File: config.mk
export PLATFORM = sky130hd
export DESIGN_NAME = sorted_priority_queue_top
export DESIGN_NICKNAME = d
export VERILOG_FILES = /design/src/rtl/spq_pkg.sv /design/src/rtl/spq_ram.sv /design/src/rtl/spq_front.sv /design/src/rtl/spq_op_fifo.sv /design/src/rtl/spq_back.sv /design/src/rtl/sorted_priority_queue_top.sv
export SDC_FILE = /design/constraint.sdc
export NUM_CORES = 2
export LEC_CHECK = 0
export BUFFER_PORTS_ARGS = -buffer_cell sky130_fd_sc_hd__buf_2
export CAP_MARGIN = 0
export CORE_MARGIN = 5
export CORE_UTILIZATION = 52
export CTS_CLUSTER_DIAMETER = 30
export DETAILED_ROUTE_END_ITERATION = 6
export PLACE_DENSITY = 0.68
export SETUP_SLACK_MARGIN = 0.02
export SLEW_MARGIN = 15
export SYNTH_ARGS = -nofsm -noshare
export SYNTH_HDL_FRONTEND = slang
export SYNTH_SLANG_ARGS = --single-unit
File: constraint.sdc
create_clock -name clk -period 6.1 [get_ports clk]
set_input_delay 0.305 -clock clk [delete_from_list [all_inputs] [get_ports clk]]
set_output_delay 0.305 -clock clk [all_outputs]
set_load 0.05 [all_outputs]
File: src/rtl/spq_pkg.sv
`default_nettype none
package spq_pkg;

  localparam int VALUE_W = 32;
  localparam int ENTRY_COUNT_W = 7;
  localparam int CMD_FIFO_DEPTH = 2;

  localparam logic ACT_INSERT = 1'b0;
  localparam logic ACT_REMOVE = 1'b1;

  typedef enum logic [1:0] {
    ST_OK    = 2'd0,
    ST_FULL  = 2'd1,
    ST_EMPTY = 2'd2
  } status_t;

  typedef enum logic [1:0] {
    OP_INSERT,
    OP_REMOVE,
    OP_REFUSE_FULL,
    OP_REFUSE_EMPTY
  } op_kind_t;

  typedef enum logic [1:0] {
    BK_IDLE,
    BK_SCAN,
    BK_REMOVE
  } back_state_t;

  typedef struct packed {
    logic                      action;
    logic signed [VALUE_W-1:0] value;
  } in_word_t;

  typedef struct packed {
    logic signed [VALUE_W-1:0] out_value;
    status_t                   status;
    logic                      is_empty;
    logic                      is_full;
    logic [ENTRY_COUNT_W-1:0]  entry_count;
  } out_word_t;

  typedef struct packed {
    op_kind_t                  kind;
    logic signed [VALUE_W-1:0] value;
  } op_t;

endpackage
`default_nettype wire

File: src/rtl/spq_ram.sv
`default_nettype none
module spq_ram #(
  parameter int WIDTH = 32,
  parameter int DEPTH = 64
) (
  input  wire logic                     clk,
  input  wire logic                     we,
  input  wire logic [$clog2(DEPTH)-1:0] waddr,
  input  wire logic [WIDTH-1:0]         wdata,
  input  wire logic [$clog2(DEPTH)-1:0] raddr,
  output logic      [WIDTH-1:0]         rdata
);

  logic [WIDTH-1:0] mem [DEPTH];

  always_ff @(posedge clk) begin
    if (we) begin
      mem[waddr] <= wdata;
    end
    rdata <= mem[raddr];
  end

endmodule
`default_nettype wire

File: src/rtl/spq_front.sv
`default_nettype none
module spq_front #(
  parameter int QUEUE_DEPTH = 64
) (
  input  wire logic              clk,
  input  wire logic              rst,
  input  wire logic              cmd_valid,
  output logic                   cmd_stall,
  input  wire spq_pkg::in_word_t cmd,
  output logic                   op_push,
  input  wire logic              op_room,
  output spq_pkg::op_t           op
);
  import spq_pkg::*;

  localparam int CNT_W = $clog2(QUEUE_DEPTH + 1);

  // Occupancy as it will be once every queued operation has run.
  logic [CNT_W-1:0] fill;
  logic [CNT_W-1:0] fill_next;

  assign cmd_stall = !op_room;
  assign op_push   = cmd_valid && op_room;

  always_comb begin
    fill_next = fill;
    op.value  = cmd.value;
    if (cmd.action == ACT_INSERT) begin
      if (fill == CNT_W'(QUEUE_DEPTH)) begin
        op.kind = OP_REFUSE_FULL;
      end else begin
        op.kind   = OP_INSERT;
        fill_next = fill + CNT_W'(1);
      end
    end else begin
      if (fill == '0) begin
        op.kind = OP_REFUSE_EMPTY;
      end else begin
        op.kind   = OP_REMOVE;
        fill_next = fill - CNT_W'(1);
      end
    end
  end

  always_ff @(posedge clk) begin
    if (rst) begin
      fill <= '0;
    end else if (op_push) begin
      fill <= fill_next;
    end
  end

endmodule
`default_nettype wire

File: src/rtl/spq_op_fifo.sv
`default_nettype none
module spq_op_fifo (
  input  wire logic         clk,
  input  wire logic         rst,
  input  wire logic         push,
  input  wire spq_pkg::op_t push_op,
  output logic              room,
  input  wire logic         pop,
  output logic              avail,
  output spq_pkg::op_t      head_op
);
  import spq_pkg::*;

  localparam int PTR_W  = $clog2(CMD_FIFO_DEPTH);
  localparam int FILL_W = $clog2(CMD_FIFO_DEPTH + 1);

  op_t               slots [CMD_FIFO_DEPTH];
  logic [PTR_W-1:0]  wr_ptr;
  logic [PTR_W-1:0]  rd_ptr;
  logic [FILL_W-1:0] fill;

  assign room    = fill != FILL_W'(CMD_FIFO_DEPTH);
  assign avail   = fill != '0;
  assign head_op = slots[rd_ptr];

  function automatic logic [PTR_W-1:0] step(input logic [PTR_W-1:0] p);
    return (p == PTR_W'(CMD_FIFO_DEPTH - 1)) ? '0 : p + PTR_W'(1);
  endfunction

  always_ff @(posedge clk) begin
    if (push) begin
      slots[wr_ptr] <= push_op;
    end
  end

  always_ff @(posedge clk) begin
    if (rst) begin
      wr_ptr <= '0;
      rd_ptr <= '0;
      fill   <= '0;
    end else begin
      if (push) begin
        wr_ptr <= step(wr_ptr);
      end
      if (pop) begin
        rd_ptr <= step(rd_ptr);
      end
      if (push && !pop) begin
        fill <= fill + FILL_W'(1);
      end else if (pop && !push) begin
        fill <= fill - FILL_W'(1);
      end
    end
  end

endmodule
`default_nettype wire

File: src/rtl/spq_back.sv
`default_nettype none
module spq_back #(
  parameter int QUEUE_DEPTH = 64
) (
  input  wire logic          clk,
  input  wire logic          rst,
  input  wire logic          op_avail,
  input  wire spq_pkg::op_t  head_op,
  output logic               op_pop,
  output logic               rsp_valid,
  input  wire logic          rsp_stall,
  output spq_pkg::out_word_t rsp
);
  import spq_pkg::*;

  localparam int IDX_W = $clog2(QUEUE_DEPTH);
  localparam int CNT_W = $clog2(QUEUE_DEPTH + 1);

  back_state_t       state;
  back_state_t       state_next;
  op_t               cur;
  op_t               cur_next;
  logic [IDX_W-1:0]  head;
  logic [IDX_W-1:0]  head_next;
  logic [CNT_W-1:0]  count;
  logic [CNT_W-1:0]  count_next;
  logic [IDX_W-1:0]  rd_ptr;
  logic [IDX_W-1:0]  rd_ptr_next;
  logic [IDX_W-1:0]  wr_ptr;
  logic [IDX_W-1:0]  wr_ptr_next;
  logic [CNT_W-1:0]  scan_idx;
  logic [CNT_W-1:0]  scan_idx_next;
  out_word_t         rsp_next;
  logic              rsp_load;
  logic [CNT_W-1:0]  res_count;
  logic              start;
  logic              shift_more;

  logic               we;
  logic [IDX_W-1:0]   waddr;
  logic [VALUE_W-1:0] wdata;
  logic [IDX_W-1:0]   raddr;
  logic [VALUE_W-1:0] rdata;

  function automatic logic [IDX_W-1:0] wrap_inc(input logic [IDX_W-1:0] p);
    return (p == IDX_W'(QUEUE_DEPTH - 1)) ? '0 : p + IDX_W'(1);
  endfunction

  function automatic logic [IDX_W-1:0] wrap_dec(input logic [IDX_W-1:0] p);
    return (p == '0) ? IDX_W'(QUEUE_DEPTH - 1) : p - IDX_W'(1);
  endfunction

  spq_ram #(
    .WIDTH (VALUE_W),
    .DEPTH (QUEUE_DEPTH)
  ) u_store (
    .clk   (clk),
    .we    (we),
    .waddr (waddr),
    .wdata (wdata),
    .raddr (raddr),
    .rdata (rdata)
  );

  // A new operation is taken only when the result register is empty.
  assign start = (state == BK_IDLE) && op_avail && !rsp_valid;
  // The entry just read is a live entry and larger than the value being placed, so it moves up.
  assign shift_more = (scan_idx < count) && ($signed(rdata) > $signed(cur.value));

  always_comb begin
    state_next = state;
    case (state)
      BK_IDLE: begin
        if (start && head_op.kind == OP_INSERT) begin
          state_next = BK_SCAN;
        end else if (start && head_op.kind == OP_REMOVE) begin
          state_next = BK_REMOVE;
        end
      end
      BK_SCAN: begin
        if (!shift_more) begin
          state_next = BK_IDLE;
        end
      end
      BK_REMOVE: begin
        state_next = BK_IDLE;
      end
      default: begin
        state_next = BK_IDLE;
      end
    endcase
  end

  always_comb begin
    op_pop        = 1'b0;
    cur_next      = cur;
    head_next     = head;
    count_next    = count;
    rd_ptr_next   = rd_ptr;
    wr_ptr_next   = wr_ptr;
    scan_idx_next = scan_idx;
    raddr         = head;
    we            = 1'b0;
    waddr         = wr_ptr;
    wdata         = cur.value;
    rsp_load      = 1'b0;
    res_count     = count;
    rsp_next      = '{out_value: '0, status: ST_OK, is_empty: 1'b0, is_full: 1'b0,
                      entry_count: '0};
    case (state)
      BK_IDLE: begin
        if (start) begin
          op_pop        = 1'b1;
          cur_next      = head_op;
          rd_ptr_next   = head;
          wr_ptr_next   = wrap_dec(head);
          scan_idx_next = '0;
          if (head_op.kind == OP_REFUSE_FULL) begin
            rsp_load        = 1'b1;
            rsp_next.status = ST_FULL;
          end else if (head_op.kind == OP_REFUSE_EMPTY) begin
            rsp_load        = 1'b1;
            rsp_next.status = ST_EMPTY;
          end
        end
      end
      BK_SCAN: begin
        raddr = wrap_inc(rd_ptr);
        we    = 1'b1;
        if (shift_more) begin
          wdata         = rdata;
          wr_ptr_next   = rd_ptr;
          rd_ptr_next   = wrap_inc(rd_ptr);
          scan_idx_next = scan_idx + CNT_W'(1);
        end else begin
          head_next  = wrap_dec(head);
          count_next = count + CNT_W'(1);
          res_count  = count_next;
          rsp_load   = 1'b1;
        end
      end
      BK_REMOVE: begin
        head_next          = wrap_inc(head);
        count_next         = count - CNT_W'(1);
        res_count          = count_next;
        rsp_load           = 1'b1;
        rsp_next.out_value = $signed(rdata);
      end
      default: begin
        rsp_load = 1'b0;
      end
    endcase
    rsp_next.is_empty    = res_count == '0;
    rsp_next.is_full     = res_count == CNT_W'(QUEUE_DEPTH);
    rsp_next.entry_count = ENTRY_COUNT_W'(res_count);
  end

  always_ff @(posedge clk) begin
    cur      <= cur_next;
    rd_ptr   <= rd_ptr_next;
    wr_ptr   <= wr_ptr_next;
    scan_idx <= scan_idx_next;
    if (rsp_load) begin
      rsp <= rsp_next;
    end
  end

  always_ff @(posedge clk) begin
    if (rst) begin
      state     <= BK_IDLE;
      head      <= '0;
      count     <= '0;
      rsp_valid <= 1'b0;
    end else begin
      state <= state_next;
      head  <= head_next;
      count <= count_next;
      if (rsp_load) begin
        rsp_valid <= 1'b1;
      end else if (!rsp_stall) begin
        rsp_valid <= 1'b0;
      end
    end
  end

endmodule
`default_nettype wire

File: src/rtl/sorted_priority_queue_top.sv
// Flow: the back end loads a refused operation's result word as soon as it takes the operation,
// a remove's word from its BK_REMOVE state, and an insert's word once its scan has passed every
// larger entry.
// The back end runs one operation at a time and takes the next only once the result
// word has left.
// Reset (rst, synchronous) empties the queue and both handshakes; the store is not cleared.
`default_nettype none
module sorted_priority_queue_top #(
  parameter int QUEUE_DEPTH = 64
) (
  input  wire logic               clk,
  input  wire logic               rst,
  input  wire logic               cmd_valid,
  output logic                    cmd_stall,
  input  wire spq_pkg::in_word_t  cmd,
  output logic                    rsp_valid,
  input  wire logic               rsp_stall,
  output spq_pkg::out_word_t      rsp
);
  import spq_pkg::*;

  // The front end accepts a command word, decides from its own view of the
  // occupancy whether the operation is refused, and queues a classified
  // operation. Because refusals depend only on earlier actions, the front end
  // can decide them without waiting for the store.
  op_t  push_op;
  logic op_push;
  logic op_room;

  // The back end pulls operations out of the short queue and runs them
  // against the circular store, one at a time.
  op_t  head_op;
  logic op_avail;
  logic op_pop;

  spq_front #(
    .QUEUE_DEPTH (QUEUE_DEPTH)
  ) u_front (
    .clk       (clk),
    .rst       (rst),
    .cmd_valid (cmd_valid),
    .cmd_stall (cmd_stall),
    .cmd       (cmd),
    .op_push   (op_push),
    .op_room   (op_room),
    .op        (push_op)
  );

  // The two entries let the front end keep taking words, until both are filled, while the
  // back end is busy with a long insert scan or a stalled result.
  spq_op_fifo u_fifo (
    .clk     (clk),
    .rst     (rst),
    .push    (op_push),
    .push_op (push_op),
    .room    (op_room),
    .pop     (op_pop),
    .avail   (op_avail),
    .head_op (head_op)
  );

  // The back end owns the store, the head index and the live count. An insert
  // walks from the head, moving every larger entry one slot toward the front,
  // then drops the new value into the freed slot.
  spq_back #(
    .QUEUE_DEPTH (QUEUE_DEPTH)
  ) u_back (
    .clk       (clk),
    .rst       (rst),
    .op_avail  (op_avail),
    .head_op   (head_op),
    .op_pop    (op_pop),
    .rsp_valid (rsp_valid),
    .rsp_stall (rsp_stall),
    .rsp       (rsp)
  );

endmodule
`default_nettype wire

==> results.py <==
metrics = {
    "outcome": {
        "status": "finished, final reports clean",
    },
    "route": {
        "dr.first_iter.drc_count": 8941,
        "first_pass_iters": 6,
        "vias": 61500,
        "drcViolationCount": 0,
        "finalWirelength_um": 272000,
        "wire_per_inst_um": 27.5,
        "vias_per_cell": 6.23,
        "detail-route-antenna-nets": 0,
    },
    "critical_path": {
        "r2r-start": "u_back.state[1]",
        "endpoint_kind": "flop",
        "cp.depth": 13,
        "cp_common_cell": "buf_4",
        "r2r_slack_ps": 880,
        "crit_family": "compound AO/OA/AOI/OAI gates",
        "critical_path.max_fanout": 142,
        "cp-endpoint": "u_back.u_store.rdata[25]",
        "worst-path-buf-inv": 4,
        "reg2reg_to": "u_back.u_store.rdata[25]",
        "path_cells": "inv_1 -> ha_1 -> buf_4 -> nor2_1 -> a21oi_4 -> buf_12 -> buf_4 -> nand2_1 -> and3_1 -> a311oi_1 -> a31oi_1 -> a22oi_1 -> and4_1",
        "worstRegToRegCells": 13,
        "crit_start": "u_back.state[1]",
        "crit_arrival_ps": 6060,
        "startpoint_type": "flop",
        "path_class": "reg -> reg",
        "crit_path_top_delay_cell": "a22oi_1",
        "critPathRequiredTime_ps": 6940,
        "slowest_delay_ps": 800,
    },
    "pwr": {
        "ir_worst_vdd_v": 0.000742,
        "p_int_mw": 41.8,
        "p_switching_mw": 24.8,
        "p_comb_share_pct": 33.4,
        "netSwitchingFraction_pct": 37.3,
        "p_clk_share_pct": 35.4,
        "power_leakage_nw": 38.4,
        "p_seq_share_pct": 31.2,
        "cellPowerDensity_nw_per_um2": 606,
    },
    "floorplanning": {
        "dieHeight_um": 428,
        "die_w_um": 428,
        "core_area_um2": 174000,
        "io_pins": 82,
        "start_util_pct": 52.2,
        "die_area_um2": 183000,
        "num_rows": 153,
    },
    "final_layout": {
        "drive_above_1_share_pct": 15.3,
        "ff_latch_area_um2": 67600,
        "multi_input_area_um2": 21800,
        "layout.nets": 7282,
        "syn_to_final_growth_pct": 21.3,
        "stdcell_count": 9871,
        "fillCellCount": 12100,
    },
    "timing": {
        "finClkSkew_ps": 108,
        "tightest_slew_ps": 1310,
        "timing.fmax_mhz": 192,
        "slew_violations": 0,
        "timing.final.crit_share_pct": 85.5,
        "setup_violations": 0,
        "hold_viol": 0,
        "tns_ps": 0,
        "fin_crit_ps": 5220,
        "rsz0062_at_grt": "no",
        "slew_headroom_pct": 12.3,
        "fin_hold_ws_ps": 95.2,
    },
    "grt": {
        "antenna_found_initial": 27,
        "grt_pass1_wl_um": 392000,
        "track_usage_pct": 29.2,
        "grt_pass1_vias": 58800,
        "grt-ovfl-total": 0,
        "grt_max_degree": 143,
    },
    "placed_design": {
        "io_buffers": 81,
        "routabilityCongestion": 0.901,
        "post-place-cells": 9037,
        "post-dp-hpwl_um": 148000,
    },
    "synth": {
        "synth_area_um2": 90600,
        "syn_nets": 6979,
        "synth_cell_types": 64,
        "synth.avg_cell_area_um2": 13.2,
        "synth_seq_cells": 2270,
        "synthFlopType": "edfxtp_1",
        "syn_inst": 6886,
        "netlist.top_cell.by_area": "edfxtp_1",
        "synth_edf_count": 2210,
        "synth_top_area_share_pct": 73.2,
        "async_reset_ff_share_pct": 0,
        "ys_seq_area_share_pct": 74.5,
        "yosys_warnings": 0,
        "ys_top_cells_by_area": "edfxtp_1, nand2_1, nand3_1",
    },
    "run": {
        "drv_cap": 0,
    },
    "clock_network": {
        "root_buffer": "clkbuf_16",
        "ctsHoldBuffers": 37,
        "clk_pin_slew_ps": 50,
        "clockBufferDepth": 4,
        "cts_num_sinks": 2270,
        "numCtsBuffers": 431,
        "tritoncts": "yes",
        "h-tree-depth": 5,
        "post_cts_resized": 0,
        "cts_setup_buffers": 0,
        "clk_latency_ps": 990,
    },
    "hold_path": {
        "hp-class": "in -> reg",
    },
}
==> final cells by class <==
| type | count | area share, % |
|---|---|---|
| well taps | 2325 | 2.65 |
| diodes | 9 | 0.0205 |
| flip-flops and latches | 2270 | 61.4 |
| clock inverters | 299 | 3.12 |
| clock buffers | 482 | 10.1 |
| repair buffers | 335 | 2.58 |
| inverters | 67 | 0.242 |
| multi-input cells | 4084 | 19.8 |
==> worst min path at each step <==
stage | endpoint | startpoint | cells past startpoint | slack, ps
3_3_place_gp | u_front.fill[6] | u_front.fill[6] | 2 | 480
5_1_grt | u_fifo.slots[0][29] | cmd[29] | 2 | 80
2_1_floorplan | u_fifo.slots[0][0] | cmd[0] | 0 | 400
6_report | u_fifo.slots[1][12] | cmd[12] | 2 | 100
4_1_cts | u_fifo.slots[1][21] | cmd[21] | 2 | 50
3_5_place_dp | u_fifo.slots[1][23] | cmd[23] | 1 | 500
==> synth_stat cells (all sizes together), types with 11 or more instances <==
library cell,count
mux2,35
clkbuf,283
nand4,14
dfxtp,60
nand2,2115
a21oi,42
a311oi,258
a32oi,64
nor2,128
a21o,11
and3,261
and4,32
a31oi,264
o21ai,61
inv,67
nand3,537
and2,33
nor3,13
ha,55
a22oi,65
edfxtp,2210
buf,182
==> power by group through the flow <==
stage / combinational [mW] / clock [mW] / sequential [mW]
global placement: 21.0 / 0 / 21.0
finish: 22.3 / 23.6 / 20.8
detailed placement: 21.4 / 0 / 21.0
floorplan: 12.4 / 0 / 21.7
global route: 23.5 / 24.5 / 20.8
CTS: 21.6 / 23.7 / 20.7
==> cells in the final DEF (no fill, tap or decap), types with 35 or more instances in the layout <==
cell type,Yosys,layout
a311oi_1,258,258
buf_2,159,81
a31oi_1,264,264
dfxtp_1,60,60
a32oi_1,64,64
ha_1,55,55
dlygate4sd3_1,0,37
clkbuf_1,283,41
a21oi_1,40,39
and3_1,261,261
nand3_1,537,537
clkinv_2,0,76
edfxtp_1,2210,2210
nor2_1,127,57
a22oi_1,65,65
nand2_1,2115,2115
inv_1,64,64
nor2_4,0,66
clkinvlp_4,0,63
bufinv_16,0,64
clkinv_1,0,49
mux2_2,35,35
clkbuf_16,0,437
buf_4,2,182
==> flip-flops by register name (all words and copies together) (netlist names), named ones only <==
name and flops:
u_back.rsp_valid 1, u_back.waddr 6, u_fifo.rd_ptr 1, u_back.head 6, u_back.rd_ptr 6, u_back.count 7, u_front.fill 7, u_back.cur 32
u_back.rsp 43, u_fifo.slots 68, u_back.u_store.rdata 32, u_fifo.fill 2, u_back.u_store.mem 2048, u_back.state 2, u_fifo.wr_ptr 1, u_back.scan_idx 7
==> metal layers <==
layer | vias to the layer above | GRT usage [%] | routed length (um)
li1 | 26300 | - | -
met1 | 30400 | 40.1 | 101000
met2 | 4126 | 44.4 | 124000
met3 | 656 | 7.50 | 34700
met4 | 14 | 13.0 | 12500
met5 | - | 0 | 118
==> per-stage QoR <==
stage | setup slack (ps) | area (um2) | utilization (%) | total power, mW
after floorplan | 977 | 90600 | - | 34.1
after global placement | 787 | 94800 | 54.6 | 42.0
after detailed placement | 1010 | 94900 | 54.7 | 42.4
after CTS | 999 | 110000 | 63.3 | 66.1
after global routing | 693 | 110000 | 63.3 | 68.8
final | 882 | 110000 | 63.3 | 66.6
==> cell families after synthesis <==
family,share of synthesized area [%]
fa+ha+maj,0.781
mux,0.479
buf+inv,2.43
xor+xnor,0.174
compound gates,6.49
flops,74.5
simple gates,15.1
No activity file was read; power rests on OpenSTA's default activity.
